==> src/hdl/ognz_pkg.sv <==
// Shared types, constants and the permutation table for the octave noise block.
`default_nettype none
package ognz_pkg;

    localparam int unsigned COORD_W     = 32;
    localparam int unsigned VALUE_W     = 17;
    localparam int unsigned COUNT_W     = 4;
    localparam int unsigned CFG_IDX_W   = 4;
    localparam int unsigned CFG_DATA_W  = 17;
    localparam int unsigned QUEUE_DEPTH = 2;
    localparam int unsigned OCT_MAX     = 8;
    localparam int unsigned OCT_W       = $clog2(OCT_MAX);
    localparam logic [VALUE_W-1:0] Q_ONE = VALUE_W'(65536);

    localparam logic [CFG_IDX_W-1:0] REG_OCTAVE_COUNT = CFG_IDX_W'(0);
    localparam logic [CFG_IDX_W-1:0] REG_PERSISTENCE  = CFG_IDX_W'(1);

    typedef struct packed {
        logic signed [COORD_W-1:0] x_coord;
        logic signed [COORD_W-1:0] y_coord;
        logic signed [COORD_W-1:0] z_coord;
    } t_point;

    // clamped configuration as the engine sees it
    typedef struct packed {
        logic [OCT_W-1:0]   last_oct;
        logic [VALUE_W-1:0] pers;
    } t_cfg;

    localparam logic [7:0] PERM [0:255] = '{
        8'd151,8'd160,8'd137,8'd91,8'd90,8'd15,8'd131,8'd13,8'd201,8'd95,8'd96,8'd53,
        8'd194,8'd233,8'd7,8'd225,8'd140,8'd36,8'd103,8'd30,8'd69,8'd142,8'd8,8'd99,
        8'd37,8'd240,8'd21,8'd10,8'd23,8'd190,8'd6,8'd148,8'd247,8'd120,8'd234,8'd75,
        8'd0,8'd26,8'd197,8'd62,8'd94,8'd252,8'd219,8'd203,8'd117,8'd35,8'd11,8'd32,
        8'd57,8'd177,8'd33,8'd88,8'd237,8'd149,8'd56,8'd87,8'd174,8'd20,8'd125,8'd136,
        8'd171,8'd168,8'd68,8'd175,8'd74,8'd165,8'd71,8'd134,8'd139,8'd48,8'd27,8'd166,
        8'd77,8'd146,8'd158,8'd231,8'd83,8'd111,8'd229,8'd122,8'd60,8'd211,8'd133,8'd230,
        8'd220,8'd105,8'd92,8'd41,8'd55,8'd46,8'd245,8'd40,8'd244,8'd102,8'd143,8'd54,
        8'd65,8'd25,8'd63,8'd161,8'd1,8'd216,8'd80,8'd73,8'd209,8'd76,8'd132,8'd187,
        8'd208,8'd89,8'd18,8'd169,8'd200,8'd196,8'd135,8'd130,8'd116,8'd188,8'd159,8'd86,
        8'd164,8'd100,8'd109,8'd198,8'd173,8'd186,8'd3,8'd64,8'd52,8'd217,8'd226,8'd250,
        8'd124,8'd123,8'd5,8'd202,8'd38,8'd147,8'd118,8'd126,8'd255,8'd82,8'd85,8'd212,
        8'd207,8'd206,8'd59,8'd227,8'd47,8'd16,8'd58,8'd17,8'd182,8'd189,8'd28,8'd42,
        8'd223,8'd183,8'd170,8'd213,8'd119,8'd248,8'd152,8'd2,8'd44,8'd154,8'd163,8'd70,
        8'd221,8'd153,8'd101,8'd155,8'd167,8'd43,8'd172,8'd9,8'd129,8'd22,8'd39,8'd253,
        8'd19,8'd98,8'd108,8'd110,8'd79,8'd113,8'd224,8'd232,8'd178,8'd185,8'd112,8'd104,
        8'd218,8'd246,8'd97,8'd228,8'd251,8'd34,8'd242,8'd193,8'd238,8'd210,8'd144,8'd12,
        8'd191,8'd179,8'd162,8'd241,8'd81,8'd51,8'd145,8'd235,8'd249,8'd14,8'd239,8'd107,
        8'd49,8'd192,8'd214,8'd31,8'd181,8'd199,8'd106,8'd157,8'd184,8'd84,8'd204,8'd176,
        8'd115,8'd121,8'd50,8'd45,8'd127,8'd4,8'd150,8'd254,8'd138,8'd236,8'd205,8'd93,
        8'd222,8'd114,8'd67,8'd29,8'd24,8'd72,8'd243,8'd141,8'd128,8'd195,8'd78,8'd66,
        8'd215,8'd61,8'd156,8'd180
    };

endpackage
`default_nettype wire

==> src/hdl/ognz_if.sv <==
// Handshake interfaces: point input, result output and register write channel.
`default_nettype none
interface ognz_pt_if;
    logic                                 valid;
    logic                                 ready;
    logic signed [ognz_pkg::COORD_W-1:0]  x_coord;
    logic signed [ognz_pkg::COORD_W-1:0]  y_coord;
    logic signed [ognz_pkg::COORD_W-1:0]  z_coord;
    modport source (output valid, x_coord, y_coord, z_coord, input ready);
    modport sink   (input valid, x_coord, y_coord, z_coord, output ready);
endinterface


interface ognz_cfg_if;
    logic                             valid;
    logic                             ready;
    logic [ognz_pkg::CFG_IDX_W-1:0]   index;
    logic [ognz_pkg::CFG_DATA_W-1:0]  data;
    modport source (output valid, index, data, input ready);
    modport sink   (input valid, index, data, output ready);
endinterface
`default_nettype wire

==> src/hdl/ognz_front.sv <==
// Front end: register file, point queue and clamped configuration.
`default_nettype none
module ognz_front #(
    parameter int unsigned QUEUE_DEPTH = ognz_pkg::QUEUE_DEPTH
) (
    input  wire logic           i_clk,
    input  wire logic           i_rst_n,
    ognz_pt_if.sink             i_pt,
    ognz_cfg_if.sink            i_cfg,
    output ognz_pkg::t_point    o_head,
    output logic                o_head_valid,
    input  wire logic           i_pop,
    output ognz_pkg::t_cfg      o_cfg
);
    import ognz_pkg::*;

    localparam int unsigned PW = (QUEUE_DEPTH > 1) ? $clog2(QUEUE_DEPTH) : 1;
    localparam int unsigned CW = $clog2(QUEUE_DEPTH + 1);

    t_point            r_q [QUEUE_DEPTH];
    logic [PW-1:0]     r_wp, r_rp;
    logic [CW-1:0]     r_cnt;
    logic [COUNT_W-1:0] r_count;
    logic [VALUE_W-1:0] r_pers;
    logic              push;

    assign i_pt.ready   = (r_cnt != CW'(QUEUE_DEPTH));
    assign push         = i_pt.valid && i_pt.ready;
    assign o_head_valid = (r_cnt != '0);
    assign o_head       = r_q[r_rp];
    assign i_cfg.ready  = 1'b1;

    always_ff @(posedge i_clk) begin
        if (push) begin
            r_q[r_wp] <= '{x_coord: i_pt.x_coord, y_coord: i_pt.y_coord,
                           z_coord: i_pt.z_coord};
        end
    end

    always_ff @(posedge i_clk) begin
        if (!i_rst_n) begin
            r_wp  <= '0;
            r_rp  <= '0;
            r_cnt <= '0;
        end else begin
            if (push) begin
                r_wp <= (r_wp == PW'(QUEUE_DEPTH - 1)) ? '0 : r_wp + 1'b1;
            end
            if (i_pop) begin
                r_rp <= (r_rp == PW'(QUEUE_DEPTH - 1)) ? '0 : r_rp + 1'b1;
            end
            if (push && !i_pop) begin
                r_cnt <= r_cnt + 1'b1;
            end else if (!push && i_pop) begin
                r_cnt <= r_cnt - 1'b1;
            end
        end
    end

    always_ff @(posedge i_clk) begin
        if (!i_rst_n) begin
            r_count <= COUNT_W'(1);
            r_pers  <= VALUE_W'(32768);
        end else if (i_cfg.valid && i_cfg.ready) begin
            unique case (i_cfg.index)
                REG_OCTAVE_COUNT: r_count <= i_cfg.data[COUNT_W-1:0];
                REG_PERSISTENCE:  r_pers  <= i_cfg.data[VALUE_W-1:0];
                default: ;
            endcase
        end
    end

    // zero octaves act as one, more than the maximum act as the maximum
    always_comb begin
        if (r_count == '0) begin
            o_cfg.last_oct = '0;
        end else if (r_count > COUNT_W'(OCT_MAX)) begin
            o_cfg.last_oct = OCT_W'(OCT_MAX - 1);
        end else begin
            o_cfg.last_oct = OCT_W'(r_count - 1'b1);
        end
        o_cfg.pers = (r_pers > Q_ONE) ? Q_ONE : r_pers;
    end

endmodule
`default_nettype wire

==> src/flat_wrapper.sv <==
// flat-port wrapper written by rule: the top's interface ports become plain ports
module ognz_front_flat import ognz_pkg::*;
#(
    parameter int unsigned QUEUE_DEPTH = ognz_pkg::QUEUE_DEPTH
)
  (i_clk, i_rst_n, o_head, o_head_valid, i_pop, o_cfg, i_pt_valid, i_pt_x_coord, i_pt_y_coord, i_pt_z_coord, i_pt_ready, i_cfg_valid, i_cfg_index, i_cfg_data, i_cfg_ready);
  ognz_pt_if i_pt_i ();
  ognz_cfg_if i_cfg_i ();
  input  wire logic i_clk;
  input  wire logic i_rst_n;
  output ognz_pkg::t_point o_head;
  output logic o_head_valid;
  input  wire logic i_pop;
  output ognz_pkg::t_cfg o_cfg;
  input wire logic [$bits(i_pt_i.valid)-1:0] i_pt_valid;
  input wire logic [$bits(i_pt_i.x_coord)-1:0] i_pt_x_coord;
  input wire logic [$bits(i_pt_i.y_coord)-1:0] i_pt_y_coord;
  input wire logic [$bits(i_pt_i.z_coord)-1:0] i_pt_z_coord;
  output wire logic [$bits(i_pt_i.ready)-1:0] i_pt_ready;
  input wire logic [$bits(i_cfg_i.valid)-1:0] i_cfg_valid;
  input wire logic [$bits(i_cfg_i.index)-1:0] i_cfg_index;
  input wire logic [$bits(i_cfg_i.data)-1:0] i_cfg_data;
  output wire logic [$bits(i_cfg_i.ready)-1:0] i_cfg_ready;
  assign i_pt_i.valid = i_pt_valid;
  assign i_pt_i.x_coord = i_pt_x_coord;
  assign i_pt_i.y_coord = i_pt_y_coord;
  assign i_pt_i.z_coord = i_pt_z_coord;
  assign i_pt_ready = i_pt_i.ready;
  assign i_cfg_i.valid = i_cfg_valid;
  assign i_cfg_i.index = i_cfg_index;
  assign i_cfg_i.data = i_cfg_data;
  assign i_cfg_ready = i_cfg_i.ready;
  ognz_front #(.QUEUE_DEPTH(QUEUE_DEPTH)) u_core (.i_clk(i_clk), .i_rst_n(i_rst_n), .i_pt(i_pt_i), .i_cfg(i_cfg_i), .o_head(o_head), .o_head_valid(o_head_valid), .i_pop(i_pop), .o_cfg(o_cfg));
endmodule
==> config.mk <==
export PLATFORM = sky130hd
export DESIGN_NAME = ognz_front_flat
export DESIGN_NICKNAME = d
export VERILOG_FILES = /design/src/hdl/ognz_pkg.sv /design/src/hdl/ognz_if.sv /design/src/hdl/ognz_front.sv /design/src/flat_wrapper.sv
export SDC_FILE = /design/constraint.sdc
export NUM_CORES = 1
export LEC_CHECK = 0
export BUFFER_PORTS_ARGS = -buffer_cell sky130_fd_sc_hd__clkbuf_2
export CAP_MARGIN = 30
export CORE_ASPECT_RATIO = 0.7
export CORE_MARGIN = 3
export CORE_UTILIZATION = 46
export DETAILED_ROUTE_END_ITERATION = 16
export GPL_TIMING_DRIVEN = 0
export HOLD_SLACK_MARGIN = 0.15
export PLACE_DENSITY_LB_ADDON = 0.1
export SYNTH_ARGS = -nofsm -noshare
export SYNTH_HDL_FRONTEND = slang
export SYNTH_SLANG_ARGS = --single-unit
==> constraint.sdc <==
create_clock -name i_clk -period 3.53 [get_ports i_clk]
set_input_delay 0.706 -clock i_clk [delete_from_list [all_inputs] [get_ports i_clk]]
set_output_delay 0.706 -clock i_clk [all_outputs]
set_load 0.03 [all_outputs]
==> flow_summary_export.csv <==
group,metric,value,unit
run_status,outcome,"complete, no violations",
logic_synthesis,yosys-top-cells-area,"edfxtp_1 70%, mux2_2 7.7%, dfxtp_1 6.4%",
layout,layout_common_cells,"239 x clkbuf_2, 192 x edfxtp_1, 56 x mux2_2",
layout,final_util,0.6016,
clock_tree,cts_max_level,1,
power_and_ir_drop,irDropWorstVdd,0.3681,mV
sta,fmax,337.4,MHz
grt,overflow,0,
floorplanning,die_w,165.4,um
worst_setup_path,crit_top_cell,"buf_2",
clock_tree,cts.path.max_buffers,3,
layout,drive_gt1_frac,0.4777,
logic_synthesis,syn_inst,458,
floorplanning,num_rows,40,
sta,setup_slack,0.5663,ns
floorplanning,die_area,19450,um^2
layout,final_common_cell,"clkbuf_2",
worst_setup_path,cp-start-kind,"flop",
drt,first_pass_iters,4,
worst_hold_path,worst_hold_path_type,"input pin to flop",
worst_hold_path,min_to,"u_core.r_q[0][38]$_DFFE_PP_",
sta,fin_crit_sh,0.8396,
power_and_ir_drop,p_seq_frac,0.491,
drt,dr_total_vias,4811,
sta,slew-limit-headroom,0.5893,
worst_setup_path,reg2reg_from,"u_core.r_cnt[0]$_SDFFE_PN0P_",
layout,area_delta_synth_final,27.29,%
logic_synthesis,syn_nets,582,
power_and_ir_drop,p_comb_frac,0.169,
logic_synthesis,syn_area,8184,um^2
drt,drt-initial-drc-count,253,
drt,vias_per_cell,4.960,
sta,hold_viol,0,
clock_tree,post_cts_buffers,0,
power_and_ir_drop,power_density,611.4,nW/um^2
run,maxCapViolCount,0,
sta,period_needed,2.964,ns
worst_hold_path,hold_depth,1,
grt,antenna_found_initial,1,
logic_synthesis,synth_top_area_frac,0.7045,
power_and_ir_drop,power.internal,4.700,mW
sta,rsz0062_at_grt,"false",
logic_synthesis,synth_largest_area_cell,"edfxtp_1",
logic_synthesis,avgSynthCellArea,17.87,um^2
sta,report.final.slew_viol_count,0,
floorplanning,core_area,17320,um^2
layout,nets,847,
layout,diodes,0,
grt,grt_pass1_wl,26040,um
logic_synthesis,ys_seq_elements,218,
worst_setup_path,endpoint_kind,"output pin",
worst_setup_path,cpPeakStageDelay,0.37,ns
placed_design,place_ws,1.004,ns
drt,drc,0,
worst_setup_path,cp_max_fo,10,
clock_tree,post_cts_resized,0,
placed_design,portBuffers,239,
power_and_ir_drop,leakage,4.059,nW
worst_setup_path,cp.required,2.82,ns
logic_synthesis,ys_warn_count,0,
floorplanning,io_pins,241,
clock_tree,root_buffer,"clkbuf_16",
clock_tree,clk_latency,0.49,ns
grt,grt_use_total,0.1686,
power_and_ir_drop,switching_share,0.2620,
grt,grt_max_degree,57,
floorplanning,fp.dieH,117.6,um
clock_tree,path_clk_slew,0.06,ns
worst_setup_path,reg2reg_depth,3,
layout,fillCellCount,1380,
clock_tree,tritoncts,"yes",
drt,drt-total-wl,16770,um
placed_design,place_congestion,0.8222,
worst_setup_path,crit_chain,"clkbuf_1 > buf_2 > buf_2 > mux2_1 > clkbuf_2",
worst_setup_path,worstPathArrival,2.26,ns
worst_hold_path,min-delay-start,"i_pt_y_coord[6]",
worst_setup_path,timing.rr.end,"u_core.r_q[1][17]$_DFFE_PP_",
grt,grt_pass1_vias,5072,
power_and_ir_drop,power.total,6.369,mW
clock_tree,clkSinkCount,218,
worst_setup_path,critical_path_class,"flop to output pin",
sta,clock_skew,0.005678,ns
floorplanning,initial_utilization,0.4726,
power_and_ir_drop,p_clk_frac,0.340,
worst_setup_path,r2r_slack,1.60,ns
worst_setup_path,crit_path_top_delay_cell,"mux2_1",
clock_tree,cts_hold_buf,0,
logic_synthesis,yosysUniqueCellTypes,35,
placed_design,dp_hpwl,11890,um
drt,drt-wirelength-per-cell,17.28,um
power_and_ir_drop,power.switching,1.669,mW
sta,setup_violations,0,
drt,ant_nets,0,
logic_synthesis,synth-seq-area-share,0.7681,
clock_tree,cts_made_buffers,22,
sta,worst_pin_slew,0.6161,ns
[per-stage QoR]
stage	area, um^2	hold slack (ns)	std cells	setup TNS, ns
after floorplan	8185	0.4587	458	0
after global placement	9671	0.4754	928	-67.14
final	10420	0.4054	970	0
after CTS	10420	0.3827	970	0
after global routing	10420	0.3802	970	0
after detailed placement	9732	0.4823	930	0
[metal layers]
layer / GRT usage / vias up / part of all wire
met1: 0.2165 / 2329 / 0.42
met4: 0.03377 / 2 / 0.017
met5: 0 / - / 0.00078
li1: - / 2283 / -
met2: 0.2733 / 172 / 0.46
met3: 0.06718 / 25 / 0.11
[sequential cells by signal, indices dropped and copies added, names as in the netlist, named ones only]
name / count
u_core.r_q: 192
u_core.r_pers: 17
u_core.r_count: 4
u_core.r_cnt: 2
u_core.r_rp: 1
u_core.r_wp: 1
[power groups by stage]
stage / Combinational [mW] / Sequential, mW / Clock [mW]
global placement: 1.05 / 3.20 / 0
detailed placement: 1.09 / 3.18 / 0
finish: 1.08 / 3.13 / 2.17
CTS: 1.09 / 3.13 / 2.22
floorplan: 0.722 / 3.18 / 0
global route: 1.16 / 3.15 / 2.34
[worst max-delay path: cells and delay by family (launching register included)]
kind	cells	cell delay (ns)
DFF	1	0.31
buffers and inverters	4	1.10
muxes	1	0.37
[cell type report]
| class | count | area [um^2] | share of cell area |
|---|---|---|---|
| Clock buffer | 34 | 656.9 | 0.06306 |
| Buffer | 23 | 127.6 | 0.01225 |
| Tap cell | 231 | 289.0 | 0.02774 |
| Sequential cell | 218 | 6286 | 0.6034 |
| Multi-Input combinational cell | 209 | 1745 | 0.1675 |
| Inverter | 8 | 32.53 | 0.003123 |
| Clock inverter | 6 | 28.78 | 0.002762 |
| Timing Repair Buffer | 241 | 1251 | 0.1201 |
[worst max-delay path by stage]
stage	slack, ns	cells after the start	start	to
after detailed placement	1.00	5	flop	o_head[18]
final	0.57	5	flop	o_head[18]
after global routing	0.37	5	flop	o_head[18]
after floorplan	0.34	3	u_core.r_cnt[0]$_SDFFE_PN0P_	u_core.r_q[0][0]$_DFFE_PP_
after CTS	0.48	5	flop	o_head[18]
after global placement	-0.71	3	i_pt_valid	u_core.r_q[0][16]$_DFFE_PP_
[synth_stat cells, drive strengths merged]
cell      n
xnor2     1
o21a      2
edfxtp  192
and2      1
mux2     96
or2       1
nand2b    1
nand2     2
a41oi     1
inv       8
nor4b     1
a21o      1
a21oi    21
or3       1
o21ai    22
ha        2
nand3b    1
and3      1
clkbuf    7
conb      1
dfxtp    26
nor4      4
a21bo     1
nor2b    17
buf      16
xor2      2
nand3    23
nor2      5
or4b      1
[cells by family (layout without fill, tap and decap cells)]
logic type      after synthesis  count (layout)  synth area share
flops                       218             218            0.7681
mux                          96              96            0.1321
simple gates                 59              59           0.04159
compound gates               48              48           0.03226
buf+inv                      31             312           0.01926
xor+xnor                      3               3          0.003211
fa+ha+maj                     2               2          0.003057
other cells                   1               1         0.0004582
No activity file was read; power rests on OpenSTA's default activity.
